[config.mk]
export PLATFORM = sky130hd
export DESIGN_NAME = sensor_led_command_decoder
export DESIGN_NICKNAME = d
export VERILOG_FILES = /design/src/rtl/core/slcd_pkg.sv /design/src/rtl/core/slcd_core.sv /design/src/rtl/core/sensor_led_command_decoder.sv
export SDC_FILE = /design/constraint.sdc
export NUM_CORES = 1
export LEC_CHECK = 0
export BUFFER_PORTS_ARGS = -buffer_cell sky130_fd_sc_hd__buf_2
export CAP_MARGIN = 10
export CORE_MARGIN = 4
export CORE_UTILIZATION = 44
export CTS_BUF_LIST = sky130_fd_sc_hd__clkbuf_8 sky130_fd_sc_hd__clkbuf_16
export CTS_CLUSTER_DIAMETER = 40
export DETAILED_ROUTE_END_ITERATION = 7
export GPL_TIMING_DRIVEN = 1
export HOLD_SLACK_MARGIN = 0.08
export PLACE_DENSITY = 0.7
export SYNTH_ARGS = -nofsm -noshare
export SYNTH_HDL_FRONTEND = slang
export SYNTH_SLANG_ARGS = --single-unit
[constraint.sdc]
create_clock -name i_clk -period 4.82 [get_ports i_clk]
set_input_delay 0.723 -clock i_clk [delete_from_list [all_inputs] [get_ports i_clk]]
set_output_delay 0.723 -clock i_clk [all_outputs]
set_load 0.02 [all_outputs]
[src/rtl/core/slcd_pkg.sv]
// types and constants of the sensor and led command decoder
// no dependencies
`timescale 1ns / 1ps
`default_nettype none

package slcd_pkg;

    typedef struct packed {
        logic [2:0]         func;
        logic [7:0]         data;
        logic [9:0]         sample;
        logic [1:0]         channel;
        logic signed [15:0] cal_word;
    } t_in_item;

    typedef struct packed {
        logic [3:0]         action;
        logic [5:0]         index;
        logic signed [15:0] value;
        logic               nak;
    } t_out_item;

    localparam logic [2:0] FN_BYTE  = 3'd0;
    localparam logic [2:0] FN_READ  = 3'd1;
    localparam logic [2:0] FN_TICK  = 3'd2;
    localparam logic [2:0] FN_TEMP  = 3'd3;
    localparam logic [2:0] FN_LIGHT = 3'd4;
    localparam logic [2:0] FN_CAL   = 3'd5;

    localparam logic [3:0] ACT_NONE      = 4'd0;
    localparam logic [3:0] ACT_TRANSMIT  = 4'd1;
    localparam logic [3:0] ACT_EE_READ   = 4'd2;
    localparam logic [3:0] ACT_EE_WRITE  = 4'd3;
    localparam logic [3:0] ACT_LED       = 4'd4;
    localparam logic [3:0] ACT_TEMP_GO   = 4'd5;
    localparam logic [3:0] ACT_LIGHT_GO  = 4'd6;
    localparam logic [3:0] ACT_SENS      = 4'd7;
    localparam logic [3:0] ACT_SLEEP     = 4'd8;
    localparam logic [3:0] ACT_BUS_RESET = 4'd9;

    localparam logic [7:0] CMD_NONE   = 8'h00;
    localparam logic [7:0] CMD_EXT    = 8'h01;
    localparam logic [7:0] CMD_LED    = 8'h02;
    localparam logic [7:0] CMD_TCAL   = 8'h03;
    localparam logic [7:0] CMD_EEPROM = 8'h04;
    localparam logic [7:0] CMD_RSVD5  = 8'h05;
    localparam logic [7:0] CMD_TEMP   = 8'h08;
    localparam logic [7:0] CMD_LIGHT  = 8'h09;
    localparam logic [7:0] CMD_SLEEP  = 8'h0f;
    localparam logic [7:0] CMD_NOP10  = 8'h10;
    localparam logic [7:0] CMD_NOP11  = 8'h11;
    localparam logic [7:0] CMD_SENS   = 8'h19;

    localparam int unsigned       LIGHT_CHANNELS = 4;
    localparam logic [7:0]        LED_COUNT      = 8'd8;
    localparam logic [7:0]        EEPROM_SIZE    = 8'd64;
    localparam logic [7:0]        SENS_MAX       = 8'h03;
    localparam logic [5:0]        CAL_ADDR       = 6'd62;
    localparam logic signed [15:0] CAL_LIMIT     = 16'sd560;
    localparam logic [15:0]       CAL_DEFAULT    = 16'd273;
    localparam logic [7:0]        TIMEOUT_RESET  = 8'd50;

endpackage

`default_nettype wire

[src/rtl/core/slcd_core.sv]
// decoder state and single-pass decode of one item into its result
// depends on slcd_pkg
`timescale 1ns / 1ps
`default_nettype none

module slcd_core import slcd_pkg::*; #(
    parameter int BUFFER_DEPTH = 4
) (
    input  wire logic      i_clk,
    input  wire logic      i_rst_n,
    input  wire logic      i_fire,
    input  wire t_in_item  i_item,
    input  wire logic      i_cfg_we,
    input  wire logic [7:0] i_cfg_wdata,
    output t_out_item      o_res
);

    localparam int AW = $clog2(BUFFER_DEPTH);

    logic [7:0]    r_tlimit;
    logic [7:0]    r_cmd, n_cmd;
    logic [7:0]    r_buf [BUFFER_DEPTH];
    logic [7:0]    n_buf [BUFFER_DEPTH];
    logic [AW-1:0] r_aidx, n_aidx;
    logic [7:0]    r_idle, n_idle;
    logic [15:0]   r_toff, n_toff;
    logic [7:0]    r_trd, n_trd;
    logic [9:0]    r_traw, n_traw;
    logic [9:0]    r_light [LIGHT_CHANNELS];
    logic [9:0]    n_light [LIGHT_CHANNELS];
    logic          r_busy, n_busy;

    always_comb begin
        logic        dec;
        logic        fin;
        logic [7:0]  a0;
        logic [7:0]  a1;
        logic [7:0]  inc;
        logic [7:0]  tdiff;
        logic signed [7:0] ta;
        logic [15:0] off;

        n_cmd   = r_cmd;
        n_buf   = r_buf;
        n_aidx  = r_aidx;
        n_idle  = r_idle;
        n_toff  = r_toff;
        n_trd   = r_trd;
        n_traw  = r_traw;
        n_light = r_light;
        n_busy  = r_busy;
        o_res   = '0;
        dec     = 1'b0;
        fin     = 1'b0;
        inc     = r_idle + 8'd1;
        tdiff   = i_item.sample[7:0] - r_toff[7:0];
        ta      = signed'(tdiff);

        unique case (i_item.func)
            FN_BYTE: begin
                if (r_cmd == CMD_NONE) begin
                    n_cmd    = {4'h0, i_item.data[7:4]};
                    n_buf[0] = {4'h0, i_item.data[3:0]};
                    n_aidx   = '0;
                    n_idle   = '0;
                    dec      = i_item.data[7];
                end else begin
                    n_aidx = (r_aidx == AW'(BUFFER_DEPTH - 1)) ? '0 : r_aidx + 1'b1;
                    n_buf[n_aidx] = i_item.data;
                    dec = 1'b1;
                end
            end
            FN_READ: begin
                unique case (r_cmd)
                    CMD_EEPROM: begin
                        if (r_buf[0] < EEPROM_SIZE) begin
                            o_res.action = ACT_EE_READ;
                            o_res.index  = r_buf[0][5:0];
                        end else begin
                            o_res.action = ACT_BUS_RESET;
                        end
                        fin = 1'b1;
                    end
                    CMD_TEMP: begin
                        o_res.action = ACT_TRANSMIT;
                        o_res.value  = {8'h00, r_trd};
                        fin = 1'b1;
                    end
                    CMD_LIGHT: begin
                        o_res.action = ACT_TRANSMIT;
                        o_res.value  = {8'h00, r_light[r_buf[0][1:0]][9:2]};
                        fin = 1'b1;
                    end
                    default: o_res.action = ACT_BUS_RESET;
                endcase
            end
            FN_TICK: begin
                if (r_cmd != CMD_NONE) begin
                    n_idle = inc;
                    if (inc >= r_tlimit) begin
                        fin = 1'b1;
                        o_res.action = ACT_BUS_RESET;
                    end
                end
            end
            FN_TEMP: begin
                n_traw = i_item.sample;
                n_busy = 1'b0;
                n_trd  = 8'(ta - (ta >>> 3));
            end
            FN_LIGHT: begin
                n_light[i_item.channel] = i_item.sample;
                n_busy = 1'b0;
            end
            FN_CAL: begin
                n_toff = (i_item.cal_word > CAL_LIMIT) ? CAL_DEFAULT : i_item.cal_word;
            end
            default: ;
        endcase

        a0  = n_buf[0];
        a1  = n_buf[1];
        off = {6'h00, r_traw} - {{8{a1[7]}}, a1};

        if (dec) begin
            unique case (n_cmd)
                CMD_NONE: fin = 1'b1;
                CMD_EXT: begin
                    if (n_aidx != '0) begin
                        n_cmd  = a1;
                        n_aidx = AW'(BUFFER_DEPTH - 1);
                        n_idle = '0;
                    end
                end
                CMD_LED: begin
                    if (a0 < LED_COUNT) begin
                        o_res.action = ACT_LED;
                        o_res.index  = a0[5:0];
                        o_res.value  = {8'h00, a1};
                    end
                    fin = 1'b1;
                end
                CMD_TCAL: begin
                    if (n_aidx != '0) begin
                        if (r_traw != '0) begin
                            n_toff       = off;
                            o_res.action = ACT_EE_WRITE;
                            o_res.index  = CAL_ADDR;
                            o_res.value  = off;
                        end else begin
                            o_res.nak = 1'b1;
                        end
                        fin = 1'b1;
                    end
                end
                CMD_EEPROM: fin = (n_aidx > AW'(1));
                CMD_RSVD5:  fin = 1'b1;
                CMD_TEMP: begin
                    if (!r_busy) begin
                        n_busy       = 1'b1;
                        o_res.action = ACT_TEMP_GO;
                    end
                    n_idle = '0;
                end
                CMD_LIGHT: begin
                    if (!r_busy) begin
                        n_busy       = 1'b1;
                        o_res.action = ACT_LIGHT_GO;
                        o_res.index  = a0[5:0];
                    end
                    n_idle = '0;
                end
                CMD_SLEEP: begin
                    o_res.action = ACT_SLEEP;
                    fin = 1'b1;
                end
                CMD_NOP10, CMD_NOP11: fin = 1'b1;
                CMD_SENS: begin
                    if (n_aidx != '0) begin
                        if (a0 <= SENS_MAX && a1 != 8'h00) begin
                            o_res.action = ACT_SENS;
                            o_res.index  = a0[5:0];
                            o_res.value  = {8'h00, a1};
                        end
                        fin = 1'b1;
                    end
                end
                default: begin
                    fin       = 1'b1;
                    o_res.nak = 1'b1;
                end
            endcase
        end

        if (fin) begin
            n_cmd  = CMD_NONE;
            n_idle = '0;
        end
    end

    always_ff @(posedge i_clk) begin
        if (!i_rst_n) begin
            r_tlimit <= TIMEOUT_RESET;
            r_cmd    <= CMD_NONE;
            r_aidx   <= '0;
            r_idle   <= '0;
            r_toff   <= CAL_DEFAULT;
            r_trd    <= '0;
            r_traw   <= '0;
            r_busy   <= 1'b0;
            for (int i = 0; i < BUFFER_DEPTH; i++) begin
                r_buf[i] <= '0;
            end
            for (int i = 0; i < LIGHT_CHANNELS; i++) begin
                r_light[i] <= '0;
            end
        end else begin
            if (i_cfg_we) begin
                r_tlimit <= i_cfg_wdata;
            end
            if (i_fire) begin
                r_cmd   <= n_cmd;
                r_buf   <= n_buf;
                r_aidx  <= n_aidx;
                r_idle  <= n_idle;
                r_toff  <= n_toff;
                r_trd   <= n_trd;
                r_traw  <= n_traw;
                r_light <= n_light;
                r_busy  <= n_busy;
            end
        end
    end

endmodule

`default_nettype wire

[src/rtl/core/sensor_led_command_decoder.sv]
// an accepted item is held in the input register, decoded, and its result captured in the result register
// throughput: one item per cycle while results are taken, input and result registers around a single decode pass
// a stalled result holds the input register; input ready drops only when both are full
// reset: synchronous active low, clears decoder state, temperature offset returns to 273, timeout limit returns to 50
// top level of the sensor and led command decoder
// depends on slcd_pkg and slcd_core
`timescale 1ns / 1ps
`default_nettype none

module sensor_led_command_decoder import slcd_pkg::*; #(
    parameter int BUFFER_DEPTH = 4
) (
    input  wire logic       i_clk,
    input  wire logic       i_rst_n,
    input  wire logic       i_in_valid,
    output logic            o_in_ready,
    input  wire t_in_item   i_in_item,
    output logic            o_out_valid,
    input  wire logic       i_out_ready,
    output t_out_item       o_out_item,
    input  wire logic       i_cfg_we,
    input  wire logic [7:0] i_cfg_wdata
);

    logic      r_in_vld;
    t_in_item  r_in;
    logic      r_out_vld;
    t_out_item r_out;
    logic      fire;
    t_out_item res;

    assign fire        = r_in_vld && (!r_out_vld || i_out_ready);
    assign o_in_ready  = !r_in_vld || fire;
    assign o_out_valid = r_out_vld;
    assign o_out_item  = r_out;

    slcd_core #(
        .BUFFER_DEPTH(BUFFER_DEPTH)
    ) u_core (
        .i_clk       (i_clk),
        .i_rst_n     (i_rst_n),
        .i_fire      (fire),
        .i_item      (r_in),
        .i_cfg_we    (i_cfg_we),
        .i_cfg_wdata (i_cfg_wdata),
        .o_res       (res)
    );

    always_ff @(posedge i_clk) begin
        if (!i_rst_n) begin
            r_in_vld  <= 1'b0;
            r_out_vld <= 1'b0;
        end else begin
            if (o_in_ready) begin
                r_in_vld <= i_in_valid;
            end
            if (fire) begin
                r_out_vld <= 1'b1;
            end else if (i_out_ready) begin
                r_out_vld <= 1'b0;
            end
        end
    end

    always_ff @(posedge i_clk) begin
        if (i_in_valid && o_in_ready) begin
            r_in <= i_in_item;
        end
        if (fire) begin
            r_out <= res;
        end
    end

endmodule

`default_nettype wire

==> impl_metrics.json, run 1 <==
{
  "cts_buffer_depth": 2,
  "fp.coreArea_sq_um": 19700,
  "final_util": 0.515,
  "ys_seq_area_frac": 0.442,
  "grt_overflow": 0,
  "critPathMaxFanout": 10,
  "area_growth_pct": 14.0,
  "ctsHoldBuffers": 0,
  "power.density_nw_per_um2": 329,
  "irDropWorstVdd_mv": 0.263,
  "cts_buffers": 17,
  "fin_worst_skew_ns": 0.00721,
  "grtUsageTotal": 0.201,
  "die_w_microns": 150,
  "critPathKind": "reg -> reg",
  "vias": 7047,
  "start_kind": "flip-flop",
  "hold_slack_ns": 0.461,
  "setup_viol": 0,
  "total_power_mw": 3.33,
  "cts_resized": 0,
  "critical-path-max-stage-delay_ns": 0.52,
  "slew_viol_final": 0,
  "grt_pass1_wl_microns": 35400,
  "rsz0062_at_grt": "no",
  "drtIter0Drc": 584,
  "syn_nets": 1009,
  "synthArstFlopShare": 0,
  "min_period_over_period": 0.848,
  "dr.pass1.iters": 7,
  "htreeDepth": 4,
  "synth_top_flop_cell": "dfxtp_1",
  "grt_pass1_vias": 6609,
  "dpl_cell_area_sq_um": 9480,
  "min_period_ns": 4.09,
  "root_buffer": "clkbuf_16",
  "die_area_sq_um": 22500,
  "hold_viol": 0,
  "status": "finished clean",
  "row_count": 51,
  "max_freq_ghz": 0.245,
  "critPathRequiredTime_ns": 5.01,
  "syn_inst": 916,
  "max_cap_violations": 0,
  "nNetsFinal": 1070,
  "synth_area_leader_cell": "dfxtp_1",
  "finalInstanceArea_sq_um": 10100,
  "place_congestion": 0.942,
  "totalWireLength_microns": 22300,
  "io_buffers": 80,
  "synth-edff-count": 62,
  "cts.sinks": 165,
  "insertion_delay_ns": 0.43,
  "drc": 0,
  "crit_chain": "or4_1 > buf_4 > o311ai_2 > mux2i_1 > inv_1 > ha_1 > fa_1 > nor2b_1 > o21ai_0 > a21boi_0 > o31ai_1 > a21oi_1 > a31o_2 > xnor2_1 > nor2_1",
  "syn_avg_cell_area_sq_um": 9.69,
  "hp-class": "in -> reg",
  "die_h_microns": 150,
  "routedWlPerCell_microns": 17.7,
  "cp_slowest_cell": "or4_1",
  "grt_max_degree": 84,
  "slew_headroom": 0.354,
  "tightest_slew_ns": 0.969,
  "ys_top_cells_by_count": "nand2_1 (110), dfxtp_1 (103), nor2_1 (70), edfxtp_1 (62), nor2b_1 (47)",
  "end_kind": "flip-flop",
  "syn_area_sq_um": 8870,
  "ys_types": 78,
  "arrival_ns": 4.28,
  "initial_utilization": 0.452,
  "yosys.area.top_type_share": 0.232,
  "synth_top_cells_by_area": "dfxtp_1 (23%), edfxtp_1 (21%), ha_1 (5.4%), mux2i_1 (5.1%), nand2_1 (4.7%)",
  "post_cts_buffers": 0,
  "clk_pin_slew_worst_paths_ns": 0.06,
  "via_per_inst": 5.62,
  "hpwl_microns": 16300,
  "antenna_found_initial": 0,
  "layout-drive-gt1-share": 0.155,
  "ys_ff_latch": 165,
  "diodes": 0,
  "finalSetupTns_ns": 0,
  "p_leak_nw": 4.02,
  "synth.most_common_cell": "nand2_1",
  "num_io_pins": 81,
  "ant_nets": 0,
  "yosysWarnings": 0,
  "cts_tree": "built"
}
worst max-delay path, delay by kind of cell (launching register included):
kind | cells | cell delay, ns
AO/OA/AOI/OAI | 6 | 1.41
XOR/XNOR | 1 | 0.10
adder cells (fa/ha/maj) | 2 | 0.65
buffers and inverters | 2 | 0.32
flip-flops | 1 | 0.35
multiplexers | 1 | 0.32
AND/OR/NAND/NOR | 3 | 0.69
where the power goes:
group	internal, mW	leakage [nW]	total, mW	switching [mW]
Clock	0.873	0.308	1.44	0.564
Sequential	1.49	1.44	1.53	0.0401
Combinational	0.152	2.27	0.360	0.207
Total	2.52	4.02	3.33	0.811
cell type report:
class	count	area (sq um)
Clock buffer	20	478
Timing Repair Buffer	92	490
Fill cell	1831	9540
Sequential cell	165	3920
Tap cell	265	332
Multi-Input combinational cell	661	4590
Inverter	40	150
Clock inverter	12	151
state kept, by name, summed over array words and instances (netlist names), 8 cells and up:
| signal | cells |
|---|---|
| o_out_item | 23 |
| r_in | 39 |
| u_core.r_buf | 16 |
| u_core.r_cmd | 8 |
| u_core.r_idle | 8 |
| u_core.r_light | 32 |
| u_core.r_tlimit | 8 |
| u_core.r_toff | 8 |
| u_core.r_traw | 10 |
| u_core.r_trd | 8 |
logic make-up after synthesis:
family / Yosys count / synth area share
AOI/OAI and AO/OA: 212 / 0.173
xor gates and xnor gates: 26 / 0.0257
adders and majority gates: 41 / 0.0603
buffers and inverters: 90 / 0.0419
DFF: 165 / 0.442
muxes: 54 / 0.0723
and+or+nand+nor: 328 / 0.185
cell usage in the layout (no fill, tap or decap), drive strengths merged, types with 5 or more instances in the layout:
| cell type | instances |
|---|---|
| a22oi | 18 |
| dfxtp | 103 |
| xnor2 | 18 |
| nor4 | 10 |
| a31oi | 6 |
| a21oi | 31 |
| o31ai | 5 |
| o21a | 6 |
| ha | 38 |
| mux2i | 45 |
| or3 | 7 |
| clkbuf | 20 |
| and2 | 9 |
| a221oi | 5 |
| nor2 | 71 |
| o211ai | 8 |
| mux4 | 8 |
| a21o | 13 |
| o21ai | 44 |
| xor2 | 8 |
| o211a | 11 |
| nor2b | 47 |
| nor3 | 25 |
| inv | 44 |
| nand2b | 8 |
| nand2 | 110 |
| a21boi | 20 |
| nor3b | 6 |
| nand3 | 16 |
| buf | 92 |
| a22o | 6 |
| edfxtp | 62 |
worst paths after layout:
check | from | to | slack, ns | cells past startpoint
max | u_core.r_cmd[7] | o_out_item[11] | 0.73 | 15
min | i_in_item[20] | r_in[20] | 0.46 | 1
max reg2reg | u_core.r_cmd[7] | o_out_item[11] | 0.73 | 15
min reg2reg | u_core.r_trd[7] | u_core.r_trd[7] | 0.48 | 2
layer usage:
| metal | part of all wire | global-route usage | wire length [microns] | vias up |
|---|---|---|---|---|
| met5 | 0 | 0 | 0 | - |
| met4 | 0.017 | 0.0576 | 387 | 0 |
| met3 | 0.059 | 0.0382 | 1320 | 36 |
| met2 | 0.44 | 0.307 | 9890 | 237 |
| met1 | 0.48 | 0.291 | 10700 | 3343 |
| li1 | - | - | - | 3431 |
metrics by stage:
step | std cells | setup WS [ns]
final | 1255 | 0.732
after global routing | 1255 | 0.533
after CTS | 1255 | 0.786
after detailed placement | 1223 | 0.791
after global placement | 1223 | 0.859
after floorplan | 916 | 0.903
Note: power is estimated with default switching activity, not from simulation.
==> inputs of run 2 (changes only) <==
--- a/config.mk
+++ b/config.mk
@@ -14,7 +14,7 @@
 export DETAILED_ROUTE_END_ITERATION = 7
 export GPL_TIMING_DRIVEN = 1
 export HOLD_SLACK_MARGIN = 0.08
-export PLACE_DENSITY = 0.7
+export PLACE_DENSITY = 0.72
 export SYNTH_ARGS = -nofsm -noshare
 export SYNTH_HDL_FRONTEND = slang
 export SYNTH_SLANG_ARGS = --single-unit
==> constraint.sdc (replaced) <==
create_clock -name i_clk -period 3.7 [get_ports i_clk]
set_input_delay 0.555 -clock i_clk [delete_from_list [all_inputs] [get_ports i_clk]]
set_output_delay 0.555 -clock i_clk [all_outputs]
set_load 0.02 [all_outputs]
==> impl_metrics.json, run 2 (synthesis gave the netlist of run 1 again) <==
{
  "end_kind": "flip-flop",
  "power_frac_comb": 0.122,
  "critPathMaxFanout": 3,
  "diodes": 0,
  "min_period_over_period": 0.947,
  "pwr-share-seq": 0.471,
  "row_count": 51,
  "root_buffer": "clkbuf_16",
  "hold_start": "i_in_item[24]",
  "fp.coreArea_sq_um": 19700,
  "total_power_mw": 4.23,
  "dp_slack_ns": 0.0886,
  "switchingPower_mw": 1.08,
  "setup_ws_ns": 0.197,
  "final_util": 0.524,
  "cts_buffer_depth": 2,
  "num_io_pins": 81,
  "via_per_inst": 5.59,
  "grt_pass1_vias": 6819,
  "antenna_found_initial": 0,
  "finalSetupTns_ns": 0,
  "timing.rr.start": "u_core.r_cmd[7]",
  "die_area_sq_um": 22500,
  "totalWireLength_microns": 22800,
  "irDropWorstVdd_mv": 0.358,
  "max_freq_ghz": 0.285,
  "layout-drive-gt1-share": 0.182,
  "p_leak_nw": 4.10,
  "grt_max_degree": 60,
  "fin_worst_skew_ns": 0.00764,
  "dr.pass1.iters": 7,
  "arrival_ns": 3.69,
  "fill_cells": 1846,
  "grt_pass1_wl_microns": 36400,
  "initial_utilization": 0.452,
  "clockPowerShare": 0.407,
  "start_kind": "flip-flop",
  "critPathKind": "reg -> reg",
  "status": "finished clean",
  "min_period_ns": 3.50,
  "max_cap_violations": 0,
  "area_growth_pct": 16.0,
  "p_int_mw": 3.15,
  "slew_viol_final": 0,
  "largest_reg_flops": 39,
  "place_congestion": 0.917,
  "startpoint": "u_core.r_cmd[7]",
  "drc": 0,
  "hp-class": "in -> reg",
  "routedWlPerCell_microns": 17.8,
  "cts_buffers": 17,
  "slew_headroom": 0.361,
  "io_buffers": 80,
  "rsz0062_at_grt": "yes",
  "htreeDepth": 4,
  "cts_tree": "built",
  "dpl_cell_area_sq_um": 9690,
  "mostFrequentLayoutCells": "nand2_1 (110), dfxtp_1 (103), buf_2 (80)",
  "grtUsageTotal": 0.207,
  "power.density_nw_per_um2": 411,
  "clk_pin_slew_worst_paths_ns": 0.06,
  "critPathRequiredTime_ns": 3.88,
  "setup_viol": 0,
  "multi_input_area_sq_um": 4640,
  "tightest_slew_ns": 0.958,
  "ant_nets": 0,
  "seq_area_sq_um": 3920,
  "p_sw_frac": 0.256,
  "largest_register": "r_in",
  "cts.sinks": 165,
  "drtIter0Drc": 623,
  "vias": 7160,
  "insertion_delay_ns": 0.43,
  "finalInstanceArea_sq_um": 10300,
  "final_common_cell": "nand2_1",
  "grt_overflow": 0,
  "hpwl_microns": 16700,
  "die_w_microns": 150,
  "die_h_microns": 150,
  "hold_viol": 0,
  "nNetsFinal": 1096
}
-- run 2: cell count changes in the layout (fill, tap and decap cells not counted), moves of 2 or more --
cell	change
a21oi_2	+2
a21oi_1	-2
o21ai_0	-2
a21boi_0	-2
clkinv_1	+2
clkbuf_8	-2
buf_4	+25
o21ai_1	+2
mux2i_1	-3
mux2i_2	+3
-- run 2: repair_timing --
item | CTS | global route
setup endpoints to repair | 0 | 9
resized for setup | 0 | 12
setup buffers | 0 | 1
hold buffers | 0 | 0
-- run 2: stage by stage --
stage / cells / hold WS (ns)
final: 1280 / 0.299
after global routing: 1280 / 0.280
after CTS: 1279 / 0.283
after detailed placement: 1248 / 0.472
after global placement: 1248 / 0.461
after floorplan: 916 / 0.441
-- run 2: final cells by class --
| type | instances | area share |
|---|---|---|
| multi-input cells | 661 | 0.451 |
| flip-flops and latches | 165 | 0.381 |
| repair buffers | 118 | 0.0670 |
| clock buffers | 17 | 0.0413 |
| well taps | 265 | 0.0322 |
| inverters | 40 | 0.0146 |
| clock inverters | 14 | 0.0132 |
-- run 2: critical path, stage by stage (launching register included) --
cell      delay, ns
dfxtp_1        0.30
or4_1          0.60
o311ai_4       0.34
mux2i_2        0.28
inv_1          0.10
ha_1           0.23
fa_1           0.41
nor2b_1        0.13
o21ai_1        0.09
a21boi_2       0.19
o31ai_2        0.09
a21oi_2        0.16
a31o_2         0.17
xnor2_1        0.11
nor2_1         0.05
-- run 2: layer usage --
layer | track usage | wire (microns) | vias up
met3 | 0.0373 | 1480 | 32
met4 | 0.0595 | 442 | 0
met5 | 0 | 0 | -
met1 | 0.303 | 10900 | 3394
met2 | 0.314 | 10000 | 249
li1 | - | - | 3485
-- run 2: worst paths after layout --
check / end / slack, ns / depth (start not counted)
worst min register to register: u_core.r_tlimit[4] / 0.49 / 2
worst min-delay path: r_in[24] / 0.30 / 1
worst max-delay path: o_out_item[11] / 0.20 / 14
worst max register to register: o_out_item[11] / 0.20 / 14
-- run 2: power groups by stage --
stage          logic (mW)  clock network (mW)  registers, mW
6_report            0.518                1.72           1.99
5_1_grt             0.574                1.83           2.00
4_1_cts             0.508                1.75           1.99
3_5_place_dp        0.504                   0           2.03
3_3_place_gp        0.497                   0           2.03
2_1_floorplan       0.346                   0           2.02
